### config.mk
export PLATFORM = sky130hd
export DESIGN_NAME = expression_lexer
export DESIGN_NICKNAME = d
export VERILOG_FILES = /design/src/sv/exl_pkg.sv /design/src/sv/expression_lexer.sv /design/src/sv/exl_scan.sv /design/src/sv/exl_fifo.sv
export VERILOG_INCLUDE_DIRS = /design/src /design/src/sv
export SDC_FILE = /design/constraint.sdc
export NUM_CORES = 1
export LEC_CHECK = 0
export BUFFER_PORTS_ARGS = -buffer_cell sky130_fd_sc_hd__buf_2
export CAP_MARGIN = 20
export CORE_ASPECT_RATIO = 0.7
export CORE_MARGIN = 10
export CORE_UTILIZATION = 60
export DETAILED_ROUTE_END_ITERATION = 10
export GPL_ROUTABILITY_DRIVEN = 0
export PLACE_DENSITY_LB_ADDON = 0.08
export SYNTH_ARGS = -nofsm -noshare
export SYNTH_HDL_FRONTEND = slang
export SYNTH_SLANG_ARGS = --single-unit
### constraint.sdc
create_clock -name i_clk -period 5 [get_ports i_clk]
set_input_delay 0.5 -clock i_clk [delete_from_list [all_inputs] [get_ports i_clk]]
set_output_delay 0.5 -clock i_clk [all_outputs]
set_load 0.01 [all_outputs]
### src/sv/expression_lexer_defines.svh
// ----------------------------------------------------------------------------
// expression_lexer_defines.svh
// Assertion macros shared by the lexer RTL. Empty under synthesis.
// ----------------------------------------------------------------------------
`ifndef EXPRESSION_LEXER_DEFINES_SVH
`define EXPRESSION_LEXER_DEFINES_SVH

`ifndef SYNTHESIS

// Plain property, checked on every edge outside reset.
`define EXL_ASSERT(label, clk, rst_n, prop, msg) \
    label: assert property (@(posedge clk) disable iff (!rst_n) (prop)) \
        else $error(msg);

// Condition in one cycle implies a result in the next.
`define EXL_ASSERT_NEXT(label, clk, rst_n, ante, cons, msg) \
    label: assert property (@(posedge clk) disable iff (!rst_n) (ante) |=> (cons)) \
        else $error(msg);

`else

`define EXL_ASSERT(label, clk, rst_n, prop, msg)
`define EXL_ASSERT_NEXT(label, clk, rst_n, ante, cons, msg)

`endif

`endif

### src/sv/exl_pkg.sv
`timescale 1ns / 1ps
// ----------------------------------------------------------------------------
// exl_pkg
// Token codes, character constants and token record for the expression lexer.
// ----------------------------------------------------------------------------
package exl_pkg;

    localparam int FIELD_W     = 16;
    localparam int FIFO_DEPTH  = 4;
    localparam int PTR_W       = $clog2(FIFO_DEPTH);
    localparam int CNT_W       = $clog2(FIFO_DEPTH + 1);
    localparam int ADDR_W      = 3;

    // register index, taken from paddr[2]
    localparam logic REG_SKIP_COMMENTS = 1'b0;

    typedef enum logic [2:0] {
        MODE_IDLE = 3'd0,
        MODE_WORD = 3'd1,
        MODE_NUM  = 3'd2,
        MODE_STAR = 3'd3,
        MODE_NOTE = 3'd4
    } t_mode;

    typedef enum logic [4:0] {
        K_LPAREN = 5'd0,
        K_RPAREN = 5'd1,
        K_PLUS   = 5'd2,
        K_MINUS  = 5'd3,
        K_MULT   = 5'd4,
        K_DIV    = 5'd5,
        K_POW    = 5'd6,
        K_NUM    = 5'd7,
        K_ERR    = 5'd8,
        K_END    = 5'd9,
        K_ID     = 5'd10,
        K_SIN    = 5'd11,
        K_COS    = 5'd12,
        K_LOG    = 5'd13,
        K_PI     = 5'd14,
        K_E      = 5'd15,
        K_SEMI   = 5'd16
    } t_kind;

    localparam logic [7:0] CH_NUL    = 8'h00;
    localparam logic [7:0] CH_TAB    = 8'h09;
    localparam logic [7:0] CH_LF     = 8'h0A;
    localparam logic [7:0] CH_CR     = 8'h0D;
    localparam logic [7:0] CH_SPACE  = 8'h20;
    localparam logic [7:0] CH_HASH   = 8'h23;
    localparam logic [7:0] CH_LPAREN = 8'h28;
    localparam logic [7:0] CH_RPAREN = 8'h29;
    localparam logic [7:0] CH_STAR   = 8'h2A;
    localparam logic [7:0] CH_PLUS   = 8'h2B;
    localparam logic [7:0] CH_MINUS  = 8'h2D;
    localparam logic [7:0] CH_POINT  = 8'h2E;
    localparam logic [7:0] CH_SLASH  = 8'h2F;
    localparam logic [7:0] CH_SEMI   = 8'h3B;

    // keyword spellings, packed one byte per character
    localparam logic [23:0] KW_SIN = 24'h73696E;
    localparam logic [23:0] KW_COS = 24'h636F73;
    localparam logic [23:0] KW_LOG = 24'h6C6F67;
    localparam logic [23:0] KW_PI  = 24'h007069;
    localparam logic [23:0] KW_E   = 24'h000065;

    typedef struct packed {
        t_kind               kind;
        logic [FIELD_W-1:0]  start;
        logic [FIELD_W-1:0]  length;
        logic [FIELD_W-1:0]  line;
        logic [7:0]          ch;
        logic                last;
    } t_token;

    function automatic logic is_digit(input logic [7:0] c);
        is_digit = (c >= 8'h30) && (c <= 8'h39);
    endfunction

    function automatic logic is_alpha(input logic [7:0] c);
        is_alpha = ((c >= 8'h61) && (c <= 8'h7A)) || ((c >= 8'h41) && (c <= 8'h5A));
    endfunction

    function automatic t_token make_tok(input t_kind kind, input logic [FIELD_W-1:0] start,
                                        input logic [FIELD_W-1:0] length,
                                        input logic [FIELD_W-1:0] line,
                                        input logic [7:0] ch);
        t_token t;
        t.kind   = kind;
        t.start  = start;
        t.length = length;
        t.line   = line;
        t.ch     = ch;
        t.last   = 1'b0;
        make_tok = t;
    endfunction

endpackage

### src/sv/expression_lexer.sv
`timescale 1ns / 1ps
// ----------------------------------------------------------------------------
// expression_lexer
// Streaming lexer for a small expression language, one byte per transfer.
// ----------------------------------------------------------------------------
// Input channel: i_valid / o_ready carry one text byte i_ch per transfer;
// byte 0 ends the text. Output channel: o_valid / i_ready carry one token
// per transfer (kind, start, length, line, first byte, last_of_run).
// A byte produces zero, one or two tokens. The scanner step is
// combinational compare logic on the scanner state; its tokens are
// registered into a four-entry queue whose head drives the output ports.
// Sustained rate is one byte per cycle while the queue has room; bytes
// that yield two tokens are bounded by the output side at one token per
// cycle. o_ready drops while the queue has fewer than two free entries,
// so a stalled receiver stops input after at most four tokens.
// After END the scanner returns to its reset state; skip_comments keeps
// its value. Reset (synchronous, active low) empties the queue, clears
// the scanner and sets skip_comments to 1. The APB register at address 0
// holds skip_comments; write it only while the lexer is idle.
// ----------------------------------------------------------------------------
module expression_lexer
    import exl_pkg::*;
#(
    parameter int POS_BITS = 16
) (
    input  logic                i_clk,
    input  logic                i_rst_n,

    input  logic                i_valid,
    output logic                o_ready,
    input  logic [7:0]          i_ch,

    output logic                o_valid,
    input  logic                i_ready,
    output logic [4:0]          o_token_kind,
    output logic [FIELD_W-1:0]  o_token_start,
    output logic [FIELD_W-1:0]  o_token_length,
    output logic [FIELD_W-1:0]  o_token_line,
    output logic [7:0]          o_token_char,
    output logic                o_last_of_run,

    input  logic                psel,
    input  logic                penable,
    input  logic                pwrite,
    input  logic [ADDR_W-1:0]   paddr,
    input  logic [31:0]         pwdata,
    output logic [31:0]         prdata,
    output logic                pready
);

    logic        r_skip_comments;
    logic        w_fire;
    logic        w_space;
    logic [1:0]  w_num;
    t_token      w_tok0;
    t_token      w_tok1;
    t_token      w_head;

    assign pready = 1'b1;
    assign prdata = (paddr[2] == REG_SKIP_COMMENTS) ? {31'b0, r_skip_comments} : 32'b0;

    always_ff @(posedge i_clk) begin
        if (!i_rst_n) begin
            r_skip_comments <= 1'b1;
        end else if (psel && penable && pwrite && pready
                     && (paddr[2] == REG_SKIP_COMMENTS)) begin
            r_skip_comments <= pwdata[0];
        end
    end

    assign o_ready = w_space;
    assign w_fire  = i_valid && w_space;

    exl_scan #(
        .POS_BITS (POS_BITS)
    ) u_scan (
        .i_clk           (i_clk),
        .i_rst_n         (i_rst_n),
        .i_fire          (w_fire),
        .i_ch            (i_ch),
        .i_skip_comments (r_skip_comments),
        .o_num           (w_num),
        .o_tok0          (w_tok0),
        .o_tok1          (w_tok1)
    );

    exl_fifo u_fifo (
        .i_clk   (i_clk),
        .i_rst_n (i_rst_n),
        .i_num   (w_num),
        .i_tok0  (w_tok0),
        .i_tok1  (w_tok1),
        .o_space (w_space),
        .o_valid (o_valid),
        .i_ready (i_ready),
        .o_tok   (w_head)
    );

    assign o_token_kind   = w_head.kind;
    assign o_token_start  = w_head.start;
    assign o_token_length = w_head.length;
    assign o_token_line   = w_head.line;
    assign o_token_char   = w_head.ch;
    assign o_last_of_run  = w_head.last;

endmodule

### src/sv/exl_scan.sv
`timescale 1ns / 1ps
// ----------------------------------------------------------------------------
// exl_scan
// Scanner state and one-character step; produces up to two tokens per byte.
// ----------------------------------------------------------------------------
`include "expression_lexer_defines.svh"

module exl_scan
    import exl_pkg::*;
#(
    parameter int POS_BITS = 16
) (
    input  logic        i_clk,
    input  logic        i_rst_n,
    input  logic        i_fire,
    input  logic [7:0]  i_ch,
    input  logic        i_skip_comments,
    output logic [1:0]  o_num,
    output t_token      o_tok0,
    output t_token      o_tok1
);

    t_mode                r_mode,   n_mode;
    logic [23:0]          r_prefix, n_prefix;
    logic                 r_seen,   n_seen;
    logic [POS_BITS-1:0]  r_start,  n_start;
    logic [POS_BITS-1:0]  r_len,    n_len;
    logic [7:0]           r_open,   n_open;
    logic [POS_BITS-1:0]  r_pos,    n_pos;
    logic [POS_BITS-1:0]  r_line,   n_line;

    logic w_alnum;
    logic w_extend;
    logic w_rescan;
    logic w_ended;
    logic w_lf;

    logic [FIELD_W-1:0] w_pos16;
    logic [FIELD_W-1:0] w_line16;

    function automatic logic [POS_BITS-1:0] sat_inc(input logic [POS_BITS-1:0] x);
        sat_inc = (x == {POS_BITS{1'b1}}) ? x : x + POS_BITS'(1);
    endfunction

    assign w_alnum  = is_alpha(i_ch) || is_digit(i_ch);
    assign w_lf     = (i_ch == CH_LF);
    assign w_pos16  = FIELD_W'(r_pos);
    assign w_line16 = FIELD_W'(r_line);

    assign w_extend = ((r_mode == MODE_WORD) && w_alnum)
                   || ((r_mode == MODE_NUM)
                       && (is_digit(i_ch) || ((i_ch == CH_POINT) && !r_seen)));

    always_comb begin
        case (r_mode)
            MODE_NOTE: w_rescan = 1'b0;
            MODE_STAR: w_rescan = (i_ch != CH_STAR);
            MODE_WORD: w_rescan = !w_extend;
            MODE_NUM:  w_rescan = !w_extend;
            default:   w_rescan = 1'b1;
        endcase
    end

    assign w_ended = (i_ch == CH_NUL) && (w_rescan || (r_mode == MODE_NOTE));

    // ---------------- token outputs ----------------
    always_comb begin
        logic   a_vld;
        logic   b_vld;
        t_token a_tok;
        t_token b_tok;
        t_kind  wkind;

        a_vld = 1'b0;
        b_vld = 1'b0;
        a_tok = '0;
        b_tok = '0;

        // word classification on the prefix seen so far
        wkind = K_ID;
        if (r_len == POS_BITS'(3)) begin
            if (r_prefix == KW_SIN) wkind = K_SIN;
            else if (r_prefix == KW_COS) wkind = K_COS;
            else if (r_prefix == KW_LOG) wkind = K_LOG;
        end else if (r_len == POS_BITS'(2)) begin
            if (r_prefix == KW_PI) wkind = K_PI;
        end else if (r_len == POS_BITS'(1)) begin
            if (r_prefix == KW_E) wkind = K_E;
        end

        // token that closes the current lexeme
        case (r_mode)
            MODE_NOTE: begin
                if (i_ch == CH_NUL) begin
                    a_vld = 1'b1;
                    a_tok = make_tok(K_END, w_pos16, '0, w_line16, CH_NUL);
                end
            end
            MODE_STAR: begin
                a_vld = 1'b1;
                if (i_ch == CH_STAR) begin
                    a_tok = make_tok(K_POW, FIELD_W'(r_start), FIELD_W'(2), w_line16, CH_STAR);
                end else begin
                    a_tok = make_tok(K_MULT, FIELD_W'(r_start), FIELD_W'(1), w_line16,
                                     CH_STAR);
                end
            end
            MODE_WORD: begin
                if (!w_extend) begin
                    a_vld = 1'b1;
                    a_tok = make_tok(wkind, FIELD_W'(r_start), FIELD_W'(r_len), w_line16,
                                     r_open);
                end
            end
            MODE_NUM: begin
                if (!w_extend) begin
                    a_vld = 1'b1;
                    a_tok = make_tok(K_NUM, FIELD_W'(r_start), FIELD_W'(r_len), w_line16,
                                     r_open);
                end
            end
            default: begin
                a_vld = 1'b0;
            end
        endcase

        // the byte scanned again from idle
        if (w_rescan) begin
            case (i_ch)
                CH_NUL: begin
                    b_vld = 1'b1;
                    b_tok = make_tok(K_END, w_pos16, '0, w_line16, CH_NUL);
                end
                CH_SPACE, CH_TAB, CH_CR, CH_LF, CH_STAR: begin
                    b_vld = 1'b0;
                end
                CH_HASH: begin
                    b_vld = !i_skip_comments;
                    b_tok = make_tok(K_ERR, w_pos16, FIELD_W'(1), w_line16, i_ch);
                end
                CH_LPAREN: begin
                    b_vld = 1'b1;
                    b_tok = make_tok(K_LPAREN, w_pos16, FIELD_W'(1), w_line16, i_ch);
                end
                CH_RPAREN: begin
                    b_vld = 1'b1;
                    b_tok = make_tok(K_RPAREN, w_pos16, FIELD_W'(1), w_line16, i_ch);
                end
                CH_PLUS: begin
                    b_vld = 1'b1;
                    b_tok = make_tok(K_PLUS, w_pos16, FIELD_W'(1), w_line16, i_ch);
                end
                CH_MINUS: begin
                    b_vld = 1'b1;
                    b_tok = make_tok(K_MINUS, w_pos16, FIELD_W'(1), w_line16, i_ch);
                end
                CH_SEMI: begin
                    b_vld = 1'b1;
                    b_tok = make_tok(K_SEMI, w_pos16, FIELD_W'(1), w_line16, i_ch);
                end
                CH_SLASH: begin
                    b_vld = 1'b1;
                    b_tok = make_tok(K_DIV, w_pos16, FIELD_W'(1), w_line16, i_ch);
                end
                default: begin
                    b_vld = !w_alnum;
                    b_tok = make_tok(K_ERR, w_pos16, FIELD_W'(1), w_line16, i_ch);
                end
            endcase
        end

        if (a_vld) begin
            o_tok0 = a_tok;
            o_tok1 = b_tok;
            o_num  = b_vld ? 2'd2 : 2'd1;
        end else begin
            o_tok0 = b_tok;
            o_tok1 = '0;
            o_num  = b_vld ? 2'd1 : 2'd0;
        end
        if (!i_fire) begin
            o_num = 2'd0;
        end
        o_tok0.last = (o_num == 2'd1);
        o_tok1.last = 1'b1;
    end

    // ---------------- next state ----------------
    always_comb begin
        n_mode   = r_mode;
        n_prefix = r_prefix;
        n_seen   = r_seen;
        n_start  = r_start;
        n_len    = r_len;
        n_open   = r_open;
        n_pos    = sat_inc(r_pos);
        n_line   = r_line;

        if (w_lf && (w_rescan || (r_mode == MODE_NOTE))) begin
            n_line = sat_inc(r_line);
        end

        if ((r_mode == MODE_NOTE) && w_lf) begin
            n_mode = MODE_IDLE;
        end
        if ((r_mode == MODE_STAR) && !w_rescan) begin
            n_mode = MODE_IDLE;
        end

        if (w_extend) begin
            if (r_len < POS_BITS'(3)) begin
                n_prefix = {r_prefix[15:0], i_ch};
            end
            n_len = sat_inc(r_len);
            if (i_ch == CH_POINT) begin
                n_seen = 1'b1;
            end
        end

        if (w_rescan) begin
            n_mode = MODE_IDLE;
            if ((i_ch == CH_HASH) && i_skip_comments) begin
                n_mode = MODE_NOTE;
            end else if ((i_ch == CH_STAR) || w_alnum) begin
                if (i_ch == CH_STAR) n_mode = MODE_STAR;
                else if (is_alpha(i_ch)) n_mode = MODE_WORD;
                else n_mode = MODE_NUM;
                n_start  = r_pos;
                n_len    = POS_BITS'(1);
                n_open   = i_ch;
                n_prefix = {16'h0000, i_ch};
                n_seen   = 1'b0;
            end
        end

        if (w_ended) begin
            n_mode   = MODE_IDLE;
            n_prefix = '0;
            n_seen   = 1'b0;
            n_start  = '0;
            n_len    = '0;
            n_open   = '0;
            n_pos    = '0;
            n_line   = POS_BITS'(1);
        end
    end

    always_ff @(posedge i_clk) begin
        if (!i_rst_n) begin
            r_mode   <= MODE_IDLE;
            r_prefix <= '0;
            r_seen   <= 1'b0;
            r_start  <= '0;
            r_len    <= '0;
            r_open   <= '0;
            r_pos    <= '0;
            r_line   <= POS_BITS'(1);
        end else if (i_fire) begin
            r_mode   <= n_mode;
            r_prefix <= n_prefix;
            r_seen   <= n_seen;
            r_start  <= n_start;
            r_len    <= n_len;
            r_open   <= n_open;
            r_pos    <= n_pos;
            r_line   <= n_line;
        end
    end

    `EXL_ASSERT(a_scan_pair_on_rescan, i_clk, i_rst_n, (o_num == 2'd2) |-> (w_rescan && !o_tok0.last && o_tok1.last), "two tokens without a rescan")
    `EXL_ASSERT(a_scan_end_is_final, i_clk, i_rst_n, (o_num == 2'd2) |-> (o_tok0.kind != K_END), "token after END in one step")
    `EXL_ASSERT_NEXT(a_scan_end_clears, i_clk, i_rst_n, i_fire && w_ended, (r_pos == '0) && (r_line == POS_BITS'(1)) && (r_mode == MODE_IDLE), "state not cleared after END")

endmodule

### src/sv/exl_fifo.sv
`timescale 1ns / 1ps
// ----------------------------------------------------------------------------
// exl_fifo
// Small token queue; takes zero, one or two tokens per cycle, gives at most one.
// ----------------------------------------------------------------------------
`include "expression_lexer_defines.svh"

module exl_fifo
    import exl_pkg::*;
(
    input  logic        i_clk,
    input  logic        i_rst_n,
    input  logic [1:0]  i_num,
    input  t_token      i_tok0,
    input  t_token      i_tok1,
    output logic        o_space,
    output logic        o_valid,
    input  logic        i_ready,
    output t_token      o_tok
);

    t_token              r_mem [FIFO_DEPTH];
    logic [PTR_W-1:0]    r_wr, n_wr;
    logic [PTR_W-1:0]    r_rd, n_rd;
    logic [CNT_W-1:0]    r_count, n_count;
    logic [PTR_W-1:0]    w_wr_nxt;
    logic                w_pop;

    assign o_valid  = (r_count != '0);
    assign o_tok    = r_mem[r_rd];
    assign w_pop    = o_valid && i_ready;
    // room for a two-token step
    assign o_space  = (r_count <= CNT_W'(FIFO_DEPTH - 2));
    assign w_wr_nxt = r_wr + PTR_W'(1);

    always_comb begin
        n_wr    = r_wr + PTR_W'(i_num);
        n_rd    = w_pop ? r_rd + PTR_W'(1) : r_rd;
        n_count = r_count + CNT_W'(i_num) - CNT_W'(w_pop);
    end

    always_ff @(posedge i_clk) begin
        if (i_num != 2'd0) begin
            r_mem[r_wr] <= i_tok0;
        end
        if (i_num == 2'd2) begin
            r_mem[w_wr_nxt] <= i_tok1;
        end
    end

    always_ff @(posedge i_clk) begin
        if (!i_rst_n) begin
            r_wr    <= '0;
            r_rd    <= '0;
            r_count <= '0;
        end else begin
            r_wr    <= n_wr;
            r_rd    <= n_rd;
            r_count <= n_count;
        end
    end

    `EXL_ASSERT(a_fifo_no_overflow, i_clk, i_rst_n, (i_num != 2'd0) |-> (r_count <= CNT_W'(FIFO_DEPTH - 2)), "push without room for two tokens")
    `EXL_ASSERT(a_fifo_count_bound, i_clk, i_rst_n, r_count <= CNT_W'(FIFO_DEPTH), "queue count past depth")
    `EXL_ASSERT_NEXT(a_fifo_pop_only, i_clk, i_rst_n, w_pop && (i_num == 2'd0), r_count == $past(r_count) - CNT_W'(1), "pop did not lower the count")

endmodule
==> metrics.cfg, run 1 <==
[timing]
timing.final.crit_share = 0.867
period_needed_ps = 4340
skew_ps = 30.5
hold_viol_final = 0
setup-violations-final = 0
max_slew.worst_pin.slew_ps = 1080
slew_viol_final = 0
timing.fmax_mhz = 231
rsz0062_at_grt = false
slew_headroom = 0.278
finalSetupTns_ps = 0

[synthesis]
yosys.area_share.simple = 0.131
synthTopCellsByCount = edfxtp_1 (184), dfxtp_1 (174), a22o_1 (117)
async_flop_share = 0
synth_cell_types = 79
synth_top_family_by_area = compound AO/OA/AOI/OAI gates
synth_compound_area_frac = 0.170
synth_most_common_cell = edfxtp_1
synth_top_cell_area_share = 0.330
muxShareOfSynthArea = 0.0840
synth-edff-count = 184
synth_fa_ha_area_frac = 0.00867
yosys.area.top_type = edfxtp_1
ys_seq_area_frac = 0.538
synth_area_mm2 = 0.0167
ys.flop_type = edfxtp_1
synth_seq_cells = 358
synthXorXnorAreaFrac = 0.0199
ys_warn_count = 0
synth_area_per_cell_um2 = 12.1
synthTopCellsByArea = edfxtp_1 (33%), dfxtp_1 (21%), mux4_2 (8.3%)
netlist_instances = 1386

[critical_path]
crit_type = input port to flop
r2r_start = u_scan.r_mode[2]
r2r_end = u_fifo.r_mem[3][3]
critPathCaptureType = flop
worst_r2r_path_depth = 10
reg2reg_slack_ps = 680
cp.required_ps = 5190
cp_max_fo = 38
worstSetupStartpointType = input port
cp.arrival_ps = 4530

[clock_network]
cts-htree-levels = 2
hold_buffers = 0
clockBufferDepth = 3
clkTransAtPathRegs_ps = 60
cts-resized-gates = 0
cts-buffers-inserted = 35
cts_setup_buffers = 0
clock_sinks = 358
cts-root-buf = clkbuf_16
tritoncts = yes
clock_latency_ps = 540

[global_routing]
grt_usage = 0.239
overflow = 0
grt_pass1_vias = 11500
grt_max_degree = 62
antenna_found_initial = 0
grt_pass1_wl_um = 66900

[place]
hpwl_um = 27400
io_buffers = 81
place_area_mm2 = 0.0174

[hold_path]
hold_end = r_skip_comments
worstHoldPathType = input port to flop
whs_path_depth = 3
worstHoldStart = pwdata[0]

[pwr]
power_per_cell_area_mw_per_mm2 = 406
p_leak_uw = 0.00635
p_total_uw = 7480
vdd_ir_drop_max_mv = 0.449

[floorplanning]
dieArea_mm2 = 0.0351
die_x_um = 220
io_pins = 147
dieHeight_um = 160
design.core.area_mm2 = 0.0276
start_util = 0.606
rows = 51

[cells_and_area]
drive_above_1_share = 0.189
fin_nets = 1486
diodes = 0
postLayoutCellArea_mm2 = 0.0184
area_growth_pct = 10.2

[routing]
viasPerCell = 6.55
drt_iter0_drc = 1299
route.detailed.drc = 0
routed_wl_um = 42300
wl_per_cell_um = 23.2
first_pass_iters = 5
ant_nets = 0
via_count = 11900

[outcome]
status = finished, final reports clean

[run]
maxCapViolations = 0

-- cells in the final DEF (no fill, tap or decap), types with 5 or more instances in the layout --
cell type  netlist  layout
edfxtp_1       184     184
dfxtp_1        174     172
a22o_1         117     117
nor2_1         101     101
buf_2           14      81
nor2b_1         68      68
mux4_2          62      62
a32o_1          56      56
nand2_1         51      51
buf_4           36      39
clkbuf_16        0      36
o21ai_0         33      33
nand3_1         33      33
conb_1           2      32
o22ai_1         32      31
nor3_1          24      24
a21oi_1         23      23
xor2_1          23      23
nand4_1         19      19
and2_1          18      18
o2bb2ai_1       16      16
or3_1           15      15
nor4_1          15      15
xnor2_1         15      15
clkbuf_1        91      14
inv_1           14      10
and3_1          10      10
ha_1            10      10
o31ai_1          7       7
and4_1           6       6
o21a_1           5       5
a21oi_2          5       5
or2_2            5       5
or4_1            5       5
o211ai_1         5       5
-- worst max path at each step --
stage,from,endpoint,slack (ps),depth (start not counted)
2_1_floorplan,i_ch[3],u_fifo.r_mem[1][10],450,13
3_3_place_gp,i_ch[3],u_fifo.r_mem[3][50],400,11
3_5_place_dp,i_ch[3],u_fifo.r_mem[3][61],270,11
4_1_cts,i_ch[3],u_fifo.r_mem[3][3],760,11
5_1_grt,u_scan.r_mode[2],u_fifo.r_mem[3][3],430,10
6_report,i_ch[3],u_fifo.r_mem[3][3],660,11
-- where the power goes --
part	leakage [µW]	switching, µW	internal (µW)
clock network	0.000515	1090	1380
logic	0.00260	924	640
registers	0.00323	164	3280
total	0.00635	2180	5300
-- state kept, by name, summed over array words and instances (netlist names), named ones only --
register and flops:
u_scan.r_line 16, u_fifo.r_count 3, u_scan.r_len 16, u_scan.r_start 16, u_scan.r_prefix 24, u_fifo.r_mem 248, u_fifo.r_wr 2, u_scan.r_pos 16
u_scan.r_mode 3, u_scan.r_open 8, r_skip_comments 1, u_scan.r_seen 1, u_fifo.r_rd 2
-- area by class of cell --
cell class | count | area, µm²
multi-input combinational | 891 | 7050
tap | 371 | 464
fill | 2099 | 9200
sequential | 358 | 9020
clock buffer | 53 | 995
timing repair buffer | 125 | 787
clock inverter | 11 | 67.6
inverter | 14 | 52.6
-- per-layer routing --
layer	vias up	track usage	wire length [µm]
li1	5395	-	-
met1	5912	0.356	19000
met2	578	0.352	18700
met3	54	0.0502	4070
met4	0	0.0528	617
met5	-	0	0
-- per-stage QoR --
step	std cells	setup slack, ps	util	hold slack, ps
final	1823	664	0.667	195
after global routing	1823	434	0.667	217
after CTS	1822	756	0.667	181
after detailed placement	1758	273	0.628	451
after global placement	1757	396	0.628	442
after floorplan	1416	448	-	431
-- cells by family (layout without fill, tap and decap cells) --
kind of cell             after synthesis  count (layout)
AO/OA/AOI/OAI                        342             342
XOR/XNOR                              38              38
adder cells (fa/ha/maj)               11              11
buffers and inverters                167             203
flip-flops                           358             358
multiplexers                          63              63
other                                  2              32
AND/OR/NAND/NOR                      405             405
-- worst max-delay path, stage by stage --
cell and delay, ps:
buf_2 200, or4_4 620, o22ai_4 220, nor2_1 140
nor4b_1 510, ha_1 410, o21ai_1 270, nor2_1 830
nor2_1 190, inv_2 280, buf_12 300
Power figures use the tool's default switching activity.
==> run 2, diff against run 1 <==
--- a/config.mk
+++ b/config.mk
@@ -14,6 +14,8 @@
 export DETAILED_ROUTE_END_ITERATION = 10
 export GPL_ROUTABILITY_DRIVEN = 0
 export PLACE_DENSITY_LB_ADDON = 0.08
+export RECOVER_POWER = 100
 export SYNTH_ARGS = -nofsm -noshare
 export SYNTH_HDL_FRONTEND = slang
+export SYNTH_HIERARCHICAL = 1
 export SYNTH_SLANG_ARGS = --single-unit
==> metrics.cfg, run 2 <==
[outcome]
violations = capacitance limit, slew limit
status = finished, violations left

[pwr]
p_leak_uw = 0.00743
p_total_uw = 7870
power_per_cell_area_mw_per_mm2 = 382
vdd_ir_drop_max_mv = 0.265

[routing]
wl_met2_um = 19900
first_pass_iters = 5
viasPerCell = 6.15
route.detailed.drc = 0
top_layer = met5
via_count = 12000
ant_nets = 0
wl_per_cell_um = 23.1
drt_iter0_drc = 1038
routed_wl_um = 45000
met3WireLength_um = 3610
met1_length_um = 20800

[clock_network]
clock_latency_ps = 540
cts-root-buf = clkbuf_16
cts-buffers-inserted = 37
cts_setup_buffers = 0
clkTransAtPathRegs_ps = 60
clock_sinks = 358
clockBufferDepth = 3
hold_buffers = 0
cts-resized-gates = 0
cts-htree-levels = 2
tritoncts = yes

[cells_and_area]
layout_common_cells = edfxtp_1 (248), mux2_2 (243), dfxtp_1 (109)
postLayoutCellArea_mm2 = 0.0206
reg_top3 = u_fifo/r_mem (248), u_scan/r_prefix (24)
area_growth_pct = 8.71
fin_nets = 1561
final_core_util = 0.661
largest_register_ff_count = 248
layoutNonFillerInstCount = 1954
final_common_cell = edfxtp_1
drive_above_1_share = 0.279
top_register = u_fifo/r_mem

[critical_path]
cp_max_fo = 27
crit_type = flop to flop
crit_chain = or4b_1, nor4_2, a211o_1, clkbuf_1, a211o_1, nor2_1, buf_4, and2_0, mux2_2
critPathCaptureType = flop
cp.required_ps = 5280
worstSetupStartpointType = flop
slowest_stage = clkbuf_1
critPathMaxStageDelay_ps = 950
critPathMostFrequentCell = a211o_1
cp.arrival_ps = 5020

[synthesis]
netlist_instances = 1447
synth_top_cell_area_share = 0.393
synthTopCellsByArea = edfxtp_1 (39%), mux2_2 (14%), dfxtp_1 (12%)
ys_warn_count = 6
yosys.area.top_type = edfxtp_1
ys.flop_type = edfxtp_1
synth_area_per_cell_um2 = 13.1
synth_cell_types = 82
synth-edff-count = 248
synth_area_mm2 = 0.0189
synth_seq_cells = 358
async_flop_share = 0
ys_seq_area_frac = 0.510
synthTopCellsByCount = edfxtp_1 (248), mux2_2 (243), dfxtp_1 (110)
synth_most_common_cell = edfxtp_1

[floorplanning]
die_x_um = 232
rows = 54
dieArea_mm2 = 0.0392
design.core.area_mm2 = 0.0311
start_util = 0.608
io_pins = 147
dieHeight_um = 169

[global_routing]
grt_pass1_wl_um = 70100
overflow = 0
grt_usage = 0.227
grt_max_degree = 63
antenna_found_initial = 6
grt_pass1_vias = 12000

[timing]
timing.fmax_mhz = 211
setup_ws_ps = 264
max_slew.worst_pin.slew_ps = 1700
setup-violations-final = 0
slew_headroom = -0.138
rsz0062_at_grt = false
timing.final.crit_share = 0.947
skew_ps = 22.9
period_needed_ps = 4740
hold_viol_final = 0
slew_viol_final = 30

[run]
maxCapViolations = 1

[place]
place_area_mm2 = 0.0196
post-place-cells = 1879
io_buffers = 81
place_ws_ps = 217
hpwl_um = 28300

[hold_path]
worstHoldPathType = input port to flop

==> run 2: cell types whose count changed after synthesis, moves of 16 or more <==
cell	previous run	this run
clkbuf_1	91	41
and2_1	18	77
o2bb2ai_1	16	0
nor2b_1	68	11
dfxtp_1	174	110
edfxtp_1	184	248
nand2_1	51	35
mux2_2	0	243
a22o_1	117	48
a32o_1	56	0
mux2i_1	1	25
o22ai_1	32	1
buf_4	36	62
==> run 2: area by class of cell <==
cell class | count | area, µm²
multi-input cells | 969 | 8500
clock buffers | 53 | 1060
clock inverters | 15 | 134
repair buffers | 115 | 633
well taps | 420 | 526
inverters | 19 | 71.3
flip-flops and latches | 358 | 9650
fillers | 2380 | 10600
diodes | 5 | 12.5
==> run 2: worst max-delay path, delay by kind of cell, from the launching register on <==
family,cells,cell delay (ps)
mux,1,300
simple gates,4,1510
compound gates,2,770
buf+inv,2,1280
flops,1,610
==> run 2: per-stage QoR <==
| step | TNS, ps | hold WS (ps) |
|---|---|---|
| after CTS | 0 | 213 |
| after floorplan | -121920 | 430 |
| after global placement | 0 | 443 |
| after detailed placement | 0 | 457 |
| final | 0 | 231 |
| after global routing | 0 | 235 |
==> run 2: final timing paths <==
kind | slack, ps | cells after the start | startpoint | endpoint
hold reg to reg | 480 | 1 | u_scan/r_open[1] | u_scan/r_open[1]
setup / recovery | 260 | 9 | u_scan/r_mode[1] | u_fifo/r_mem[1][16]
setup reg to reg | 260 | 9 | u_scan/r_mode[1] | u_fifo/r_mem[1][16]
hold / removal | 230 | 3 | pwdata[0] | r_skip_comments
==> run 2: cell families after synthesis <==
kind of cell	after synthesis	share of synthesized area
and+or+nand+nor	382	0.117
DFF	358	0.510
muxes	335	0.234
buffers and inverters	164	0.0510
AOI/OAI and AO/OA	158	0.0618
xor gates and xnor gates	35	0.0176
adders and majority gates	11	0.00766
other	4	0.000793
==> run 2: per-layer routing <==
layer	vias up	global-route usage
met2	481	0.341
met3	64	0.0483
met4	2	0.0536
met1	5919	0.332
li1	5556	-
met5	-	0
==> run 2: power by group <==
part / internal [µW] / switching (µW)
sequential: 3440 / 149
combinational: 666 / 879
clock: 1590 / 1140
